`src/hw/rtl/lgg_row_rule.sv`:
```
// Applies the B3/S23 rule to one grid row from the rows above, at and below it.
// Columns at or beyond the active width count as dead and keep their stored bits.
// Standalone; instantiated by life_generation_grid.
module lgg_row_rule #(
  parameter int MAX_WIDTH = 128,
  parameter int AW_W      = $clog2(MAX_WIDTH + 1)
) (
  input  logic [MAX_WIDTH-1:0] prev_i,
  input  logic [MAX_WIDTH-1:0] cur_i,
  input  logic [MAX_WIDTH-1:0] next_i,
  input  logic [AW_W-1:0]      act_w_i,
  output logic [MAX_WIDTH-1:0] row_o
);

  logic [MAX_WIDTH-1:0] colmask;
  logic [MAX_WIDTH+1:0] pm;
  logic [MAX_WIDTH+1:0] cm;
  logic [MAX_WIDTH+1:0] nm;

  always_comb begin
    for (int c = 0; c < MAX_WIDTH; c++) begin
      colmask[c] = (c < int'(act_w_i));
    end
    pm = {1'b0, prev_i & colmask, 1'b0};
    cm = {1'b0, cur_i & colmask, 1'b0};
    nm = {1'b0, next_i & colmask, 1'b0};
  end

  always_comb begin
    logic [3:0] cnt;
    cnt = 4'd0;
    for (int c = 0; c < MAX_WIDTH; c++) begin
      cnt = 4'(pm[c]) + 4'(pm[c+1]) + 4'(pm[c+2]) + 4'(cm[c]) + 4'(cm[c+2])
          + 4'(nm[c]) + 4'(nm[c+1]) + 4'(nm[c+2]);
      if (colmask[c]) begin
        row_o[c] = (cnt == 4'd3) || (cur_i[c] && (cnt == 4'd2));
      end else begin
        row_o[c] = cur_i[c];
      end
    end
  end

endmodule

```
`config.mk`:
```
export PLATFORM = sky130hd
export DESIGN_NAME = lgg_row_rule
export DESIGN_NICKNAME = d
export VERILOG_FILES = /design/src/hw/rtl/lgg_row_rule.sv
export SDC_FILE = /design/constraint.sdc
export NUM_CORES = 2
export LEC_CHECK = 0
export ABC_CLOCK_PERIOD_IN_PS = 12400
export BUFFER_PORTS_ARGS = -buffer_cell sky130_fd_sc_hd__buf_4
export CORE_MARGIN = 2
export CORE_UTILIZATION = 50
export DETAILED_ROUTE_END_ITERATION = 6
export GPL_TIMING_DRIVEN = 0
export PLACE_DENSITY = 0.74
export SKIP_LAST_GASP = 1
export SLEW_MARGIN = 0
export SYNTH_ARGS = -nofsm -noshare
export SYNTH_HDL_FRONTEND = slang
export SYNTH_SLANG_ARGS = --single-unit
```
`constraint.sdc`:
```
create_clock -name vclk -period 12.4
set_input_delay 1.24 -clock vclk [all_inputs]
set_output_delay 1.24 -clock vclk [all_outputs]
set_load 0.02 [all_outputs]
```
==> impl_results.md <==
* Number of I/O port buffers at 516
* Synth Area in XOR/XNOR at 0
* Remaining antenna violation count at 0
* Slew @ Worst Pin at 1210 ps
* Critical Path Start Type: input port
* Final min period at 7687 ps
* Placer Congestion at 0.9366
* FF+latch area at 0 µm²
* Post-CTS Resized at 0
* Number of max-cap violations at 0
* YS warnings at 0
* Min-delay src: cur_i[34]
* CP endpoint kind: primary output
* Initial antenna violation count at 16
* Die height at 222.1 µm
* Leading area contributor after synthesis: fa_1
* Synth cell types at 53
* Power after layout at 2881 µW
* Synth Area in Adders at 0.6275
* Die Outline Area at 49330 µm²
* Tcrit/Tclk final at 0.6199
* RSZ-0062 raised after global routing: false
* WHS at 2853 ps
* Vias per cell at 5.575
* Final HPWL DP at 68.66 mm
* Top Ports at 520
* Fin nets at 4533
* Max-slew headroom at 0.1889
* Horiz. Die Dim at 222.1 µm
* Clock buffers at 0
* Share of layout cells above drive strength 1 at 0.1772
* Cell Area, Synth at 23790 µm²
* Synth-to-Final Area Change at 19.82%
* Initial Utilization at 0.5087
* Rows at 79
* WP data required at 11160 ps
* Compound-Gate Fraction of Synth Area at 0.1412
* Seq_cells at 0
* Hold Path Class: in2out
* All-layer global routing usage at 0.3083
* Syn_area_per_cell at 8.703 µm²
* Post-CTS Hold Buffers at 0
* Post-synthesis net count at 4013
* Vias in the first global route at 23440
* Total gr overflow at 0
* Final setup viols at 0
* Post-CTS setup buffer count at 0
* Top cell type's share of synthesized area at 0.4276
* Core area at 46750 µm²
* Worst Hold End: row_o[34]
* Post-synthesis sequential area ratio at 0
* Routed wire length at 75.04 mm
* Final setup TNS at 0 ps
* Multi-input logic area at 21820 µm²
* Largest net degree at the start of global routing at 11
* Mux cell area share after synthesis at 0
* Crit-path max FO at 10
* Final Hold Vio Count at 0
* Fmax at 0.1301 GHz
* CP Data Arrival Time at 6450 ps
* Most common cell in the netlist: fa_1
* # fillers at 4133
* First-pass GRT wire length at 121.2 mm
* Total number of vias at 21580
* Initial DRC count at 999
* Drt wl/cell at 19.39 µm
* # DRC at 0
* DR pass1 iterations at 6
* PD cells at 101.1 nW/µm²
* Pre-CTS WS at 4877 ps
* Final worst slack at 4713 ps
* WS Path Type: in2out
* Leakage at 0.01581 µW
* Hold depth at 4
* Most frequent cells after synthesis: fa_1 (508), inv_1 (477), a21oi_1 (402)
* Largest family of logic cells by synthesized area: adder cells
* Worst vdd rail ir drop at 0.08736 mV
* Synth Area in Simple Gates at 0.1479
* Slew Viols, Final at 0
* Largest cells by area after synthesis: fa_1 (43%), ha_1 (20%), a21oi_1 (8.5%)
* Status: complete, no violations
* Synth Instances at 2733
-- cell families after synthesis --
group           count (synthesis)
simple gates                  706
buf+inv                       515
compound gates                624
fa+ha+maj                     888
-- through the flow --
stage,cells,area (µm²),utilization
after floorplan,2733,23790,-
after global placement,3856,28420,0.6078
after detailed placement,3858,28470,0.6089
after CTS,3858,28470,0.6089
after global routing,3867,28490,0.6093
final,3871,28500,0.6095
-- final cells by class --
| cell class | instances | area share |
|---|---|---|
| plain buffers | 35 | 0.006454 |
| repair buffers | 518 | 0.1368 |
| multi-input cells | 2218 | 0.7657 |
| well taps | 607 | 0.02665 |
| diodes | 13 | 0.001142 |
| inverters | 480 | 0.06322 |
-- worst max-delay path: stages --
cell,delay (ps)
buf_4,120
buf_2,230
nand4_1,850
o21ai_0,890
and2_1,350
fa_1,450
fa_1,520
inv_1,50
fa_1,470
inv_1,40
ha_1,200
fa_1,400
and3_1,160
o21ai_0,180
a21oi_1,100
buf_4,200
-- routing by layer --
metal	share of wire	wire [µm]	GRT usage	vias to the layer above
met5	0.00071	53	0	-
met4	0.050	3716	0.1249	8
met3	0.071	5321	0.05102	177
met2	0.48	36390	0.5312	751
met1	0.39	29560	0.3854	10600
li1	-	-	-	10040
-- placed cells by master, fill, tap and decap left out, types with 12 or more instances in the layout --
cell type  netlist  final
ha_1           380    380
and2_1         154    154
nor2b_1         12     12
fa_1           508    508
buf_4            4    520
buf_2           24     24
and3_1         134    134
o21ai_0        134    133
nor2_1         131    131
a21oi_1        402    401
o21ai_1         21     22
diode_2          0     13
nand2_1        244    244
inv_1          477    477
-- power by group --
group          internal, µW  switching [µW]   leakage, µW  total [µW]
combinational          1240            1640        0.0158        2880
sequential                0               0             0           0
clock              0.000141               0  0.0000000824    0.000141
total                  1240            1640        0.0158        2880
-- worst max path at each step --
stage | from | to | slack (ps) | cells after the start
6_report | act_w_i[0] | row_o[62] | 4710 | 16
5_1_grt | act_w_i[0] | row_o[63] | 4560 | 16
4_1_cts | act_w_i[0] | row_o[62] | 4850 | 16
3_5_place_dp | act_w_i[0] | row_o[63] | 4880 | 16
3_3_place_gp | act_w_i[1] | row_o[106] | 4440 | 15
2_1_floorplan | act_w_i[4] | row_o[74] | 6060 | 14
No activity file was read; power rests on OpenSTA's default activity.
